File: config.mk
export PLATFORM = sky130hd
export DESIGN_NAME = white_blob_centroid_steer_core
export DESIGN_NICKNAME = d
export VERILOG_FILES = /design/src/rtl/bwc_pkg.sv /design/src/rtl/bwc_bounds.sv /design/src/rtl/bwc_front.sv /design/src/rtl/bwc_fifo.sv /design/src/rtl/bwc_back.sv /design/src/rtl/white_blob_centroid_steer_core.sv
export SDC_FILE = /design/constraint.sdc
export NUM_CORES = 2
export LEC_CHECK = 0
export BUFFER_PORTS_ARGS = -buffer_cell sky130_fd_sc_hd__buf_4
export CAP_MARGIN = 20
export CORE_MARGIN = 2
export CORE_UTILIZATION = 38
export DETAILED_ROUTE_END_ITERATION = 16
export PLACE_DENSITY = 0.63
export SYNTH_ARGS = -nofsm -noshare
export SYNTH_HDL_FRONTEND = slang
export SYNTH_SLANG_ARGS = --single-unit
export TNS_END_PERCENT = 10
File: constraint.sdc
create_clock -name clk_i -period 7 [get_ports clk_i]
set_input_delay 1.4 -clock clk_i [delete_from_list [all_inputs] [get_ports clk_i]]
set_output_delay 1.4 -clock clk_i [all_outputs]
set_load 0.02 [all_outputs]
File: src/rtl/bwc_pkg.sv
// bwc_pkg: shared types, constants and helpers of the white blob centroid steering core
// no dependencies; imported by every module of the block
package bwc_pkg;

  // configuration port
  localparam int unsigned ADDR_W  = 3;
  localparam int unsigned DATA_W  = 32;
  localparam int unsigned CFG_W   = 13;
  localparam int unsigned CFG_MAX = 8191;

  localparam logic REG_WIDTH  = 1'b0;
  localparam logic REG_HEIGHT = 1'b1;

  // payload widths
  localparam int unsigned CHAN_W = 8;
  localparam int unsigned COL_W  = 12;
  localparam int unsigned MEAN_W = 12;
  localparam int unsigned CNT_W  = 23;
  localparam int unsigned SUM_W  = CNT_W + MEAN_W;
  localparam int unsigned TW     = 13;
  localparam int unsigned DIR_W  = 2;

  localparam logic [CHAN_W-1:0] WHITE_LEVEL = '1;

  // quotient steps of the centroid divider: one saturation bit plus the mean bits
  localparam int unsigned STEP_N = MEAN_W + 1;
  localparam int unsigned STEP_W = $clog2(STEP_N);

  // frame queue between the accumulator and the divider (power of two deep)
  localparam int unsigned QDEPTH = 2;
  localparam int unsigned QAW    = $clog2(QDEPTH);

  typedef enum logic [DIR_W-1:0] {
    DIR_STOP    = 2'd0,
    DIR_LEFT    = 2'd1,
    DIR_RIGHT   = 2'd2,
    DIR_FORWARD = 2'd3
  } dir_e;

  // configuration write strobe
  typedef struct packed {
    logic             en;
    logic             idx;
    logic [CFG_W-1:0] data;
  } cfg_wr_t;

  // steering thresholds: width/3 and 2*width/3
  typedef struct packed {
    logic [TW-1:0] w3;
    logic [TW-1:0] w23;
  } thr_t;

  // one finished frame waiting for the divider
  typedef struct packed {
    logic [SUM_W-1:0] sum;
    logic [CNT_W-1:0] count;
    thr_t             thr;
  } job_t;

endpackage

File: src/rtl/bwc_bounds.sv
// bwc_bounds: configuration registers and frame geometry (scan bounds, steering thresholds)
// depends on bwc_pkg; one multiply, then reciprocal multiplies for the divides by three
module bwc_bounds import bwc_pkg::*; #(
  parameter int unsigned MAX_WIDTH  = 4096,
  parameter int unsigned MAX_HEIGHT = 4096,
  localparam int unsigned WE = (MAX_WIDTH < CFG_MAX) ? MAX_WIDTH : CFG_MAX,
  localparam int unsigned HE = (MAX_HEIGHT < CFG_MAX) ? MAX_HEIGHT : CFG_MAX,
  localparam int unsigned WW = $clog2(WE + 1),
  localparam int unsigned HW = $clog2(HE + 1),
  localparam int unsigned PW = $clog2(WE * HE + 1)
) (
  input  logic             clk_i,
  input  logic             rst_ni,
  input  cfg_wr_t          cfg_wr_i,
  output logic [CFG_W-1:0] width_o,
  output logic [CFG_W-1:0] height_o,
  output logic             busy_o,
  output logic [PW-1:0]    n_o,
  output logic [PW-1:0]    lo_o,
  output logic [PW-1:0]    hi_o,
  output logic [WW-1:0]    w_o,
  output thr_t             thr_o
);

  // reciprocals of three: exact for 32-bit and 16-bit dividends
  localparam logic [31:0] RECIP_N = 32'hAAAA_AAAB;
  localparam logic [15:0] RECIP_W = 16'hAAAB;

  localparam logic [1:0] ST_IDLE = 2'd0;
  localparam logic [1:0] ST_MUL  = 2'd1;
  localparam logic [1:0] ST_DIV  = 2'd2;
  localparam logic [1:0] ST_FIX  = 2'd3;

  logic [1:0]       state_q, state_d;
  logic [CFG_W-1:0] width_q, height_q;
  logic [WW-1:0]    weff, w_q;
  logic [HW-1:0]    heff;
  logic [WW+HW-1:0] prod;
  logic [PW-1:0]    n_q, lo_q, hi_q, lo2, n_rem;
  logic [TW-1:0]    w3_q, w23_q, w32, w_rem;
  logic [63:0]      n_mul;
  logic [31:0]      w_mul;

  // registers clamped to the supported range
  assign weff = (width_q == '0) ? WW'(1) :
                (width_q > CFG_W'(WE)) ? WW'(WE) : WW'(width_q);
  assign heff = (height_q == '0) ? HW'(1) :
                (height_q > CFG_W'(HE)) ? HW'(HE) : HW'(height_q);
  assign prod = weff * heff;

  // quotients by reciprocal multiply, then twice the quotient plus a remainder fix
  assign n_mul = 64'(32'(n_q)) * 64'(RECIP_N);
  assign w_mul = 32'(w_q) * 32'(RECIP_W);
  assign lo2   = {lo_q[PW-2:0], 1'b0};
  assign n_rem = n_q - lo2 - lo_q;
  assign w32   = {w3_q[TW-2:0], 1'b0};
  assign w_rem = TW'(w_q) - w32 - w3_q;

  // configuration registers
  always_ff @(posedge clk_i or negedge rst_ni) begin
    if (!rst_ni) begin
      width_q  <= CFG_W'(640);
      height_q <= CFG_W'(480);
    end else if (cfg_wr_i.en) begin
      unique case (cfg_wr_i.idx)
        REG_WIDTH:  width_q  <= cfg_wr_i.data;
        REG_HEIGHT: height_q <= cfg_wr_i.data;
        default:    width_q  <= width_q;
      endcase
    end
  end

  // sequencer: any write restarts the geometry computation
  always_comb begin
    state_d = state_q;
    unique case (state_q)
      ST_IDLE: state_d = ST_IDLE;
      ST_MUL:  state_d = ST_DIV;
      ST_DIV:  state_d = ST_FIX;
      ST_FIX:  state_d = ST_IDLE;
    endcase
    if (cfg_wr_i.en) begin
      state_d = ST_MUL;
    end
  end

  always_ff @(posedge clk_i or negedge rst_ni) begin
    if (!rst_ni) begin
      state_q <= ST_MUL;
    end else begin
      state_q <= state_d;
    end
  end

  // datapath: product, then thirds, then two thirds
  always_ff @(posedge clk_i) begin
    if (state_q == ST_MUL) begin
      n_q <= PW'(prod);
      w_q <= weff;
    end
    if (state_q == ST_DIV) begin
      lo_q <= n_mul[PW+32:33];
      w3_q <= w_mul[TW+16:17];
    end
    if (state_q == ST_FIX) begin
      hi_q  <= lo2 + PW'(n_rem == PW'(2));
      w23_q <= w32 + TW'(w_rem == TW'(2));
    end
  end

  assign width_o   = width_q;
  assign height_o  = height_q;
  assign busy_o    = (state_q != ST_IDLE);
  assign n_o       = n_q;
  assign lo_o      = lo_q;
  assign hi_o      = hi_q;
  assign w_o       = w_q;
  assign thr_o.w3  = w3_q;
  assign thr_o.w23 = w23_q;

endmodule

File: src/rtl/bwc_front.sv
// bwc_front: pixel intake, white test in the middle third, column sum and count
// depends on bwc_pkg; pushes one job per frame into the frame queue
module bwc_front import bwc_pkg::*; #(
  parameter int unsigned PW = 25,
  parameter int unsigned WW = 13
) (
  input  logic              clk_i,
  input  logic              rst_ni,
  input  logic              in_valid_i,
  output logic              in_ready_o,
  input  logic [CHAN_W-1:0] red_i,
  input  logic [CHAN_W-1:0] green_i,
  input  logic [CHAN_W-1:0] blue_i,
  input  logic              frame_end_i,
  input  logic              busy_i,
  input  logic [PW-1:0]     n_i,
  input  logic [PW-1:0]     lo_i,
  input  logic [PW-1:0]     hi_i,
  input  logic [WW-1:0]     w_i,
  input  thr_t              thr_i,
  output logic              push_valid_o,
  input  logic              push_ready_i,
  output job_t              job_o
);

  logic [PW-1:0]    pix_q, pix_d;
  logic [COL_W-1:0] col_q, col_d;
  logic [CNT_W-1:0] white_q, white_nx, white_d;
  logic [SUM_W-1:0] sum_q, sum_nx, sum_d;
  logic [SUM_W:0]   sum_ext;
  logic [TW-1:0]    col_inc;
  logic             accept, hit;

  assign in_ready_o = !busy_i && push_ready_i;
  assign accept     = in_valid_i && in_ready_o;

  // white pixel inside the scanned region
  assign hit = (pix_q >= lo_i) && (pix_q < hi_i) &&
               (red_i == WHITE_LEVEL) && (green_i == WHITE_LEVEL) &&
               (blue_i == WHITE_LEVEL);

  // saturating count and column sum
  assign sum_ext  = (SUM_W+1)'(sum_q) + (SUM_W+1)'(col_q);
  assign white_nx = (hit && (white_q != '1)) ? white_q + CNT_W'(1) : white_q;
  assign sum_nx   = !hit ? sum_q : (sum_ext[SUM_W] ? '1 : sum_ext[SUM_W-1:0]);

  // raster position
  assign col_inc = TW'(col_q) + TW'(1);

  always_comb begin
    pix_d   = pix_q;
    col_d   = col_q;
    white_d = white_q;
    sum_d   = sum_q;
    if (accept) begin
      if (frame_end_i) begin
        pix_d   = '0;
        col_d   = '0;
        white_d = '0;
        sum_d   = '0;
      end else begin
        pix_d   = (pix_q < n_i) ? pix_q + PW'(1) : pix_q;
        col_d   = (col_inc >= TW'(w_i)) ? '0 : col_inc[COL_W-1:0];
        white_d = white_nx;
        sum_d   = sum_nx;
      end
    end
  end

  always_ff @(posedge clk_i or negedge rst_ni) begin
    if (!rst_ni) begin
      pix_q   <= '0;
      col_q   <= '0;
      white_q <= '0;
      sum_q   <= '0;
    end else begin
      pix_q   <= pix_d;
      col_q   <= col_d;
      white_q <= white_d;
      sum_q   <= sum_d;
    end
  end

  // last pixel of the frame hands the totals to the divider
  assign push_valid_o = accept && frame_end_i;
  assign job_o.sum    = sum_nx;
  assign job_o.count  = white_nx;
  assign job_o.thr    = thr_i;

endmodule

File: src/rtl/bwc_fifo.sv
// bwc_fifo: short frame queue between the pixel accumulator and the divider
// depends on bwc_pkg (job_t, QDEPTH)
module bwc_fifo import bwc_pkg::*; (
  input  logic clk_i,
  input  logic rst_ni,
  input  logic push_valid_i,
  output logic push_ready_o,
  input  job_t push_data_i,
  output logic pop_valid_o,
  input  logic pop_ready_i,
  output job_t pop_data_o
);

  job_t           mem_q [QDEPTH];
  logic [QAW-1:0] wptr_q, rptr_q;
  logic [QAW:0]   cnt_q;
  logic           push, pop;

  assign push_ready_o = (cnt_q != (QAW+1)'(QDEPTH));
  assign pop_valid_o  = (cnt_q != '0);
  assign push         = push_valid_i && push_ready_o;
  assign pop          = pop_valid_o && pop_ready_i;
  assign pop_data_o   = mem_q[rptr_q];

  // pointers and fill level
  always_ff @(posedge clk_i or negedge rst_ni) begin
    if (!rst_ni) begin
      wptr_q <= '0;
      rptr_q <= '0;
      cnt_q  <= '0;
    end else begin
      if (push) begin
        wptr_q <= wptr_q + QAW'(1);
      end
      if (pop) begin
        rptr_q <= rptr_q + QAW'(1);
      end
      if (push && !pop) begin
        cnt_q <= cnt_q + (QAW+1)'(1);
      end else if (pop && !push) begin
        cnt_q <= cnt_q - (QAW+1)'(1);
      end
    end
  end

  // entry storage
  always_ff @(posedge clk_i) begin
    if (push) begin
      mem_q[wptr_q] <= push_data_i;
    end
  end

endmodule

File: src/rtl/bwc_back.sv
// bwc_back: restoring divider for the mean column, steering decision, output register
// depends on bwc_pkg; takes one job from the frame queue at a time
module bwc_back import bwc_pkg::*; (
  input  logic              clk_i,
  input  logic              rst_ni,
  input  logic              pop_valid_i,
  output logic              pop_ready_o,
  input  job_t              job_i,
  output logic              out_valid_o,
  input  logic              out_ready_i,
  output logic [DIR_W-1:0]  direction_o,
  output logic [MEAN_W-1:0] mean_column_o,
  output logic [CNT_W-1:0]  white_total_o
);

  localparam logic [1:0] ST_IDLE = 2'd0;
  localparam logic [1:0] ST_DIV  = 2'd1;
  localparam logic [1:0] ST_DONE = 2'd2;

  logic [1:0]        state_q, state_d;
  logic [STEP_W-1:0] step_q, step_d;
  logic [SUM_W-1:0]  rem_q, dvs_q;
  logic [STEP_N-1:0] quo_q;
  logic [CNT_W-1:0]  cnt_q;
  thr_t              thr_q;
  logic              out_valid_q, out_valid_d;
  logic              take, ge, out_free, load;
  logic [MEAN_W-1:0] mean;
  dir_e              dir;

  assign pop_ready_o = (state_q == ST_IDLE);
  assign take        = pop_valid_i && pop_ready_o;
  assign ge          = (rem_q >= dvs_q);
  assign out_free    = !out_valid_q || out_ready_i;
  assign load        = (state_q == ST_DONE) && out_free;

  // mean saturates when the quotient reaches 4096
  assign mean = quo_q[STEP_N-1] ? '1 : quo_q[MEAN_W-1:0];

  // steering decision
  always_comb begin
    priority if (cnt_q == '0) begin
      dir = DIR_STOP;
    end else if (TW'(mean) < thr_q.w3) begin
      dir = DIR_LEFT;
    end else if (TW'(mean) > thr_q.w23) begin
      dir = DIR_RIGHT;
    end else begin
      dir = DIR_FORWARD;
    end
  end

  // control sequence
  always_comb begin
    state_d = state_q;
    step_d  = step_q;
    unique case (state_q)
      ST_IDLE: begin
        step_d = '0;
        if (take) begin
          state_d = (job_i.count == '0) ? ST_DONE : ST_DIV;
        end
      end
      ST_DIV: begin
        step_d = step_q + STEP_W'(1);
        if (step_q == STEP_W'(STEP_N - 1)) begin
          state_d = ST_DONE;
        end
      end
      ST_DONE: begin
        if (out_free) begin
          state_d = ST_IDLE;
        end
      end
      default: state_d = ST_IDLE;
    endcase
  end

  always_ff @(posedge clk_i or negedge rst_ni) begin
    if (!rst_ni) begin
      state_q <= ST_IDLE;
      step_q  <= '0;
    end else begin
      state_q <= state_d;
      step_q  <= step_d;
    end
  end

  // divider datapath, one quotient bit per cycle
  always_ff @(posedge clk_i) begin
    if (take) begin
      rem_q <= job_i.sum;
      dvs_q <= {job_i.count, {MEAN_W{1'b0}}};
      quo_q <= '0;
      cnt_q <= job_i.count;
      thr_q <= job_i.thr;
    end else if (state_q == ST_DIV) begin
      rem_q <= ge ? rem_q - dvs_q : rem_q;
      dvs_q <= dvs_q >> 1;
      quo_q <= {quo_q[STEP_N-2:0], ge};
    end
  end

  // output register
  always_comb begin
    out_valid_d = out_valid_q;
    if (load) begin
      out_valid_d = 1'b1;
    end else if (out_ready_i) begin
      out_valid_d = 1'b0;
    end
  end

  always_ff @(posedge clk_i or negedge rst_ni) begin
    if (!rst_ni) begin
      out_valid_q <= 1'b0;
    end else begin
      out_valid_q <= out_valid_d;
    end
  end

  always_ff @(posedge clk_i) begin
    if (load) begin
      direction_o   <= dir;
      mean_column_o <= mean;
      white_total_o <= cnt_q;
    end
  end

  assign out_valid_o = out_valid_q;

endmodule

File: src/rtl/white_blob_centroid_steer_core.sv
// white_blob_centroid_steer_core: top level of the white blob centroid steering core
// depends on bwc_pkg, bwc_bounds, bwc_front, bwc_fifo, bwc_back
//
// Takes one RGB pixel per cycle in raster order while in_ready_o is high; pure white
// pixels in the middle third of the frame (pixel index from floor(N/3) to floor(2N/3)-1)
// add their column to a sum and a count, and the pixel flagged frame_end yields one
// command: stop, left, right or forward from the truncated mean column against width/3
// and 2*width/3; in_ready_o can drop inside a frame. After reset and after every register
// write the input is held off while the frame size is multiplied out and divided by three
// with reciprocal multiplies. Each finished frame passes through a two-entry queue into a
// restoring divider that takes one frame at a time (13 quotient bits, take, hand-off), so
// frames that come faster than it clears them are held back only once the queue fills.
module white_blob_centroid_steer_core import bwc_pkg::*; #(
  parameter int unsigned MAX_WIDTH  = 4096,
  parameter int unsigned MAX_HEIGHT = 4096
) (
  input  logic              clk_i,
  input  logic              rst_ni,
  // configuration
  input  logic              psel,
  input  logic              penable,
  input  logic              pwrite,
  input  logic [ADDR_W-1:0] paddr,
  input  logic [DATA_W-1:0] pwdata,
  output logic [DATA_W-1:0] prdata,
  output logic              pready,
  // pixel stream
  input  logic              in_valid_i,
  output logic              in_ready_o,
  input  logic [CHAN_W-1:0] red_i,
  input  logic [CHAN_W-1:0] green_i,
  input  logic [CHAN_W-1:0] blue_i,
  input  logic              frame_end_i,
  // steering command
  output logic              out_valid_o,
  input  logic              out_ready_i,
  output logic [DIR_W-1:0]  direction_o,
  output logic [MEAN_W-1:0] mean_column_o,
  output logic [CNT_W-1:0]  white_total_o
);

  localparam int unsigned WE = (MAX_WIDTH < CFG_MAX) ? MAX_WIDTH : CFG_MAX;
  localparam int unsigned HE = (MAX_HEIGHT < CFG_MAX) ? MAX_HEIGHT : CFG_MAX;
  localparam int unsigned WW = $clog2(WE + 1);
  localparam int unsigned PW = $clog2(WE * HE + 1);

  cfg_wr_t          cfg_wr;
  logic [CFG_W-1:0] width, height;
  logic             busy;
  logic [PW-1:0]    n, lo, hi;
  logic [WW-1:0]    w;
  thr_t             thr;
  logic             push_valid, push_ready, pop_valid, pop_ready;
  job_t             push_job, pop_job;

  // register access
  assign pready      = 1'b1;
  assign cfg_wr.en   = psel && penable && pwrite && pready;
  assign cfg_wr.idx  = paddr[2];
  assign cfg_wr.data = pwdata[CFG_W-1:0];

  always_comb begin
    unique case (paddr[2])
      REG_WIDTH:  prdata = DATA_W'(width);
      REG_HEIGHT: prdata = DATA_W'(height);
      default:    prdata = '0;
    endcase
  end

  bwc_bounds #(
    .MAX_WIDTH  (MAX_WIDTH),
    .MAX_HEIGHT (MAX_HEIGHT)
  ) u_bounds (
    .clk_i    (clk_i),
    .rst_ni   (rst_ni),
    .cfg_wr_i (cfg_wr),
    .width_o  (width),
    .height_o (height),
    .busy_o   (busy),
    .n_o      (n),
    .lo_o     (lo),
    .hi_o     (hi),
    .w_o      (w),
    .thr_o    (thr)
  );

  bwc_front #(
    .PW (PW),
    .WW (WW)
  ) u_front (
    .clk_i        (clk_i),
    .rst_ni       (rst_ni),
    .in_valid_i   (in_valid_i),
    .in_ready_o   (in_ready_o),
    .red_i        (red_i),
    .green_i      (green_i),
    .blue_i       (blue_i),
    .frame_end_i  (frame_end_i),
    .busy_i       (busy),
    .n_i          (n),
    .lo_i         (lo),
    .hi_i         (hi),
    .w_i          (w),
    .thr_i        (thr),
    .push_valid_o (push_valid),
    .push_ready_i (push_ready),
    .job_o        (push_job)
  );

  bwc_fifo u_fifo (
    .clk_i        (clk_i),
    .rst_ni       (rst_ni),
    .push_valid_i (push_valid),
    .push_ready_o (push_ready),
    .push_data_i  (push_job),
    .pop_valid_o  (pop_valid),
    .pop_ready_i  (pop_ready),
    .pop_data_o   (pop_job)
  );

  bwc_back u_back (
    .clk_i         (clk_i),
    .rst_ni        (rst_ni),
    .pop_valid_i   (pop_valid),
    .pop_ready_o   (pop_ready),
    .job_i         (pop_job),
    .out_valid_o   (out_valid_o),
    .out_ready_i   (out_ready_i),
    .direction_o   (direction_o),
    .mean_column_o (mean_column_o),
    .white_total_o (white_total_o)
  );

endmodule

**After elaboration in Yosys (flattened, before gate mapping)**

Memory sizes are Yosys's and may differ from the RTL's.
Index checks and enable logic that the tools add are counted.

- Flip-flop bits (word level): 415
- Memory bits (writable): 166
- Bits of input ports: 67
- Output and inout port bits: 72
- Word-level logic and storage cells: 153
- Memories kept: 1

- $add $sub $neg: 16
- Multipliers: 3
- Order comparisons: 9
- Equal/unequal tests: 16
- Muxes and demuxes: 36
- Bitwise operators: 1
- Reduce and logical (&&, ||, !) cells: 41

Memory list:

| name | words | bits a word | read ports | clocked after Yosys merged registers in | write ports | line | source |
|---|---|---|---|---|---|---|---|
| u_fifo.mem_q | 2 | 83 | 1 | 0 | 1 | bwc_fifo.sv:14 | `job_t mem_q [QDEPTH];` |

Operators by type and width:

| cell | count |
|---|---|
| 35-bit two-way mux | 8 |
| 32-bit case mux with 2 select lines | 1 |
| 25-bit by 32-bit multiplier with 57-bit output, second input constant | 1 |
| 13-bit two-way mux | 4 |
| 25-bit < comparator | 2 |
| 25-bit two-way mux | 2 |
| 23-bit logical NOT | 2 |
| 23-bit two-way mux | 2 |
| 35-bit by 12-bit adder with 36-bit output | 1 |
| 12-bit two-way mux | 3 |
| 35-bit >= comparator | 1 |
| 35-bit subtractor | 1 |
| 13-bit by 16-bit multiplier with 29-bit output, second input constant | 1 |
| 13-bit greater-than comparator, second input constant | 2 |
| 13-bit logical NOT | 2 |
| 25-bit by 1-bit adder with 25-bit output | 1 |
| 25-bit by 1-bit adder with 25-bit output, second input constant | 1 |
| 25-bit by 2-bit equality test with 1-bit output, second input constant | 1 |
| 25-bit by 24-bit >= comparator with 1-bit output | 1 |
| 13-bit by 13-bit multiplier with 25-bit output | 1 |
| 25-bit by 24-bit subtractor with 25-bit output | 1 |
| 25-bit subtractor | 1 |
| 8-bit equality test, second input constant | 3 |
| 23-bit by 1-bit adder with 23-bit output, second input constant | 1 |
| 31 further kinds | 78 |

**Depth between registers and ports, before layout**

- Word-level depth: 10
- Mapped depth: 25
- Mapped depth without buffers: 24

**Cells and area by module**

Synthesis repeated with hierarchy kept, for this count alone.

- Cells, all modules: 4843
- Area total of the unflattened synthesis: 49874.1 um^2

Modules (own cells, without submodules):

| module | instances | cells each | area each (um^2) | sequential area each (um^2) |
|---|---|---|---|---|
| bwc_bounds | 1 | 2458 | 24522.3 | 4072.7 |
| bwc_front | 1 | 1171 | 9465.3 | 2377.3 |
| bwc_back | 1 | 898 | 9263.9 | 4999.8 |
| bwc_fifo | 1 | 279 | 6263.5 | 5144.9 |
| white_blob_centroid_steer_core | 1 | 37 | 359.1 | 0.0 |

**Worst setup path before layout**

OpenSTA, ideal clock, no wires.

- Path kind: register -> register
- From: register u_bounds.n_q[3], in the netlist u_bounds.n_o[3]
- To: register u_bounds.lo_q[23], in the netlist u_bounds.lo_o[23] (data pin)
- Library setup time: 0.255 ns
- Arrival time: 7.084 ns
- Required time: 6.745 ns
- Setup slack: -0.339 ns
- Stages on the path, launching flop included: 23
- Buffers on the path: 0
- Clock period less this slack: 7.339 ns
- Cells stage by stage: edfxtp_1 ha_1 fa_1 fa_1 inv_1 fa_1 inv_1 fa_1 inv_1 fa_1 inv_1 fa_1 ha_1 a21o_1 a221o_1 a211oi_1 a311oi_1 a21boi_2 a31o_4 a21oi_4 o21ai_2 or4_1 and3_1

- Cells in the longest elaborated chain, start to end: 1

Ends and longest elaborated chain:

| item | line | source |
|---|---|---|
| start, declared | bwc_bounds.sv:39 | `logic [PW-1:0] n_q, lo_q, hi_q, lo2, n_rem;` |
| start signal, assigned | bwc_bounds.sv:98 | `n_q <= PW'(prod);` |
| 25-bit by 32-bit multiplier with 57-bit output | bwc_bounds.sv:52 | `assign n_mul = 64'(32'(n_q)) * 64'(RECIP_N);` |
| net u_bounds.n_mul[56] | bwc_bounds.sv:41 | `logic [63:0] n_mul;` |
| end signal, assigned | bwc_bounds.sv:102 | `lo_q <= n_mul[PW+32:33];` |
| end, declared | bwc_bounds.sv:39 |  |

The timed path passes the listed nets, and every way through them passes these cells.
A chain may end at the register's enable or synchronous reset.

**Final worst setup path**

- From: register u_bounds.n_q[10], in the netlist u_bounds.n_o[10]
- To: register u_bounds.lo_q[23], in the netlist u_bounds.lo_o[23] (data pin)

The elaborated chain is that of the path after synthesis.

==> metrics.txt <==
area grow syn2layout=12.0%; CP Class=reg -> reg; worst path required time=7390 ps; largest net degree at the start of global routing=72; Net count, final=5732; slowest CP cell=fa_2; CP Cell Sequence=ha_4 -> inv_2 -> fa_2 -> fa_2 -> buf_6 -> fa_2 -> fa_2 -> fa_1 -> fa_1 -> inv_1 -> ha_1 -> and3_1 -> a221o_1 -> a211oi_2 -> a311oi_1 -> a21boi_4 -> a31o_4 -> a21oi_4 -> o21ai_2 -> or4_1 -> and3_1; Clock Skew=25.6 ps; Vias=32923; r2r setup slk=-10 ps; clock tree buffer depth=3; number of global-route vias before repair=33550; FP Rows=130; Mapped Cells=4539; CP max stage delay=660 ps; Port Buf Inserts=97; gpl congestion=0.917; register bit total from synthesis=580; worst-path maximum fanout=5; number of CTS-inserted buffers=66; Setup violations, final=1; GRT Util Overall=0.178; dpl cell area=0.0511 mm^2; Root Driver=clkbuf_16; first-pass GRT wire length=182000 um; Die Y=359 um; Pins Over Slew Limit=0; CTS tree=built; library cells used by synthesis=88; Avg Synthesized Cell Area=10.5 um^2; type of the worst min-delay path=reg -> reg; pre-CTS setup slack=-113 ps; synthesized cell area=0.0478 mm^2; filler instances=11851; TNS Setup=-11.6 ps; Initial DRC Count=2079; drt first pass iters=7; EDFF count, synth=421; asr flop ratio synth=0.231; clock sink count=580; startpoint types=flop; outcome=complete, but fails checks; Setup crit end kind=flop; Clock Latency Late Sink=640 ps; post-DP HPWL=87500 um; cts hold-fix bufs=0; Worst path most repeated cell=fa_2; grt total ovfl=0; register area share after synthesis=0.346; fmax=143 MHz; MaxCap Viol Count=0; vias per cell=5.12; clock transition at the registers of the reported paths=70 ps; period utilisation layout=1.00; antenna violations before repair=7; violated checks=negative setup slack; Worst-Margin Slew=1070 ps; final hold slack=444 ps; final instance area=0.0535 mm^2; Routed Antenna Nets=0; RSZ-0062 raised after global routing=true; CORE AREA=0.125 mm^2; Syn. warnings=0; crit path time final=7010 ps; Main synth FF type=edfxtp_1; DRT Wirelength=112000 um; DRC=0; Setup WS post-layout=-11.6 ps; Initial Utilization=0.381; ratio of cells with drive above 1 in the final layout=0.109; Worst EP arrival=7400 ps; total die area=0.129 mm^2; total number of H-tree levels=3; # IOs=139; Max-slew headroom=0.281; Die X=359 um; final hold viol count=0; Routed WL per cell=17.5 um
## worst max-delay path: cells and delay by family (launching register included)
kind / cells / cell delay, ps
flip-flops: 1 / 440
buffers and inverters: 3 / 220
AND/OR/NAND/NOR: 3 / 850
AO/OA/AOI/OAI: 7 / 1570
adder cells (fa/ha/maj): 8 / 3680
## kinds of logic after synthesis
family / after synthesis / synth area share
adders and majority gates: 946 / 0.309
DFF: 580 / 0.346
AOI/OAI and AO/OA: 732 / 0.102
other: 2 / 0.000157
buffers and inverters: 915 / 0.0738
xor gates and xnor gates: 153 / 0.0281
and+or+nand+nor: 1070 / 0.110
muxes: 141 / 0.0314
## cell usage in the layout, fill, tap and decap left out, types with 20 or more instances in the layout
master     count
or2_2         29
o21a_1        36
dfxtp_1       25
mux2_2        70
edfxtp_1     421
xor2_1        60
nand2_1      325
clkbuf_16     67
nor4_1        33
a21oi_1      188
nor2_1       230
and2_1        28
conb_1        20
o21ai_0      121
mux2i_1       70
nor2b_1       45
a31oi_1       33
ha_1         542
o22ai_1       30
buf_4        229
fa_1         380
o21bai_1      21
and3_1        42
o211ai_1      21
nand4_1       58
nand2b_1      57
a21o_1       105
xnor2_1       93
nand3_1       77
inv_1        753
nor3_1        71
dfrtp_1      126
## state kept, by name, summed over array words and instances, names as in the netlist, 12 cells and up
register	cells
u_fifo.mem_q	166
u_back.dvs_q	35
u_back.rem_q	35
u_front.sum_q	35
u_back.thr_q	25
u_bounds.hi_o	25
u_bounds.n_o	25
u_front.pix_q	25
u_bounds.lo_o	24
u_back.cnt_q	23
u_back.white_total_o	23
u_front.white_q	23
u_back.quo_q	13
u_bounds.height_o	13
u_bounds.w23_q	13
u_bounds.w_o	13
u_bounds.width_o	13
u_back.mean_column_o	12
u_bounds.w3_q	12
u_front.col_q	12
## layer usage
| metal | global-route usage | share of wire |
|---|---|---|
| met5 | 0 | 0.00011 |
| met1 | 0.245 | 0.46 |
| met3 | 0.0262 | 0.048 |
| met4 | 0.0495 | 0.026 |
| met2 | 0.292 | 0.47 |
## stage by stage
step                cells  utilization
floorplan            4557            -
global placement     6294        0.408
detailed placement   6294        0.408
CTS                  6415        0.426
global route         6422        0.427
finish               6425        0.427
## synthesized netlist by cell type, drive strengths merged (36+ instances only)
cell	number	area (um^2)
nor2b	47	294
nand2	326	1220
mux2	71	800
nand4	58	363
nand2b	58	363
edfxtp	421	12600
nor4	38	269
dfrtp	127	3180
a21oi	191	975
xnor2	93	815
nor2	232	871
xor2	60	526
mux2i	70	701
o21ai	125	633
o21a	36	270
buf	43	251
clkbuf	95	358
nor3	73	375
inv	767	2880
nand3	77	385
a21o	105	788
and3	43	269
fa	391	7830
ha	555	6940
## path summary, 6_finish.rpt
kind	startpoint	to	depth (start not counted)
hold / removal	u_bounds.w23_q[6]	u_fifo.mem_q[0][6]	0
min in group asynchronous	rst_ni	u_front.white_q[5]	1
hold reg to reg	u_bounds.w23_q[6]	u_fifo.mem_q[0][6]	0
max in group asynchronous	rst_ni	u_bounds.height_o[3]	2
setup reg to reg	u_bounds.n_o[10]	u_bounds.lo_o[23]	21
setup / recovery	u_bounds.n_o[10]	u_bounds.lo_o[23]	21
## layout make-up
type / count / area, um^2 / share of cell area
Multi-Input combinational cell: 3062 / 28000 / 0.524
Sequential cell: 580 / 16500 / 0.309
Inverter: 777 / 2920 / 0.0546
Tap cell: 1650 / 2060 / 0.0386
Clock buffer: 86 / 1790 / 0.0334
Timing Repair Buffer: 232 / 1750 / 0.0328
Clock inverter: 35 / 427 / 0.00798
Antenna cell: 3 / 7.51 / 0.000140
## repair_timing
item	4_1_cts	5_1_grt
pin swaps	11	33
setup buffers	0	7
resized for setup	8	26
hold endpoints to repair	0	0
setup endpoints to repair	3	15
Power is left out: the tool's default activity adds up to more than one toggle a clock period on the data nets, which glitch-free logic cannot reach.
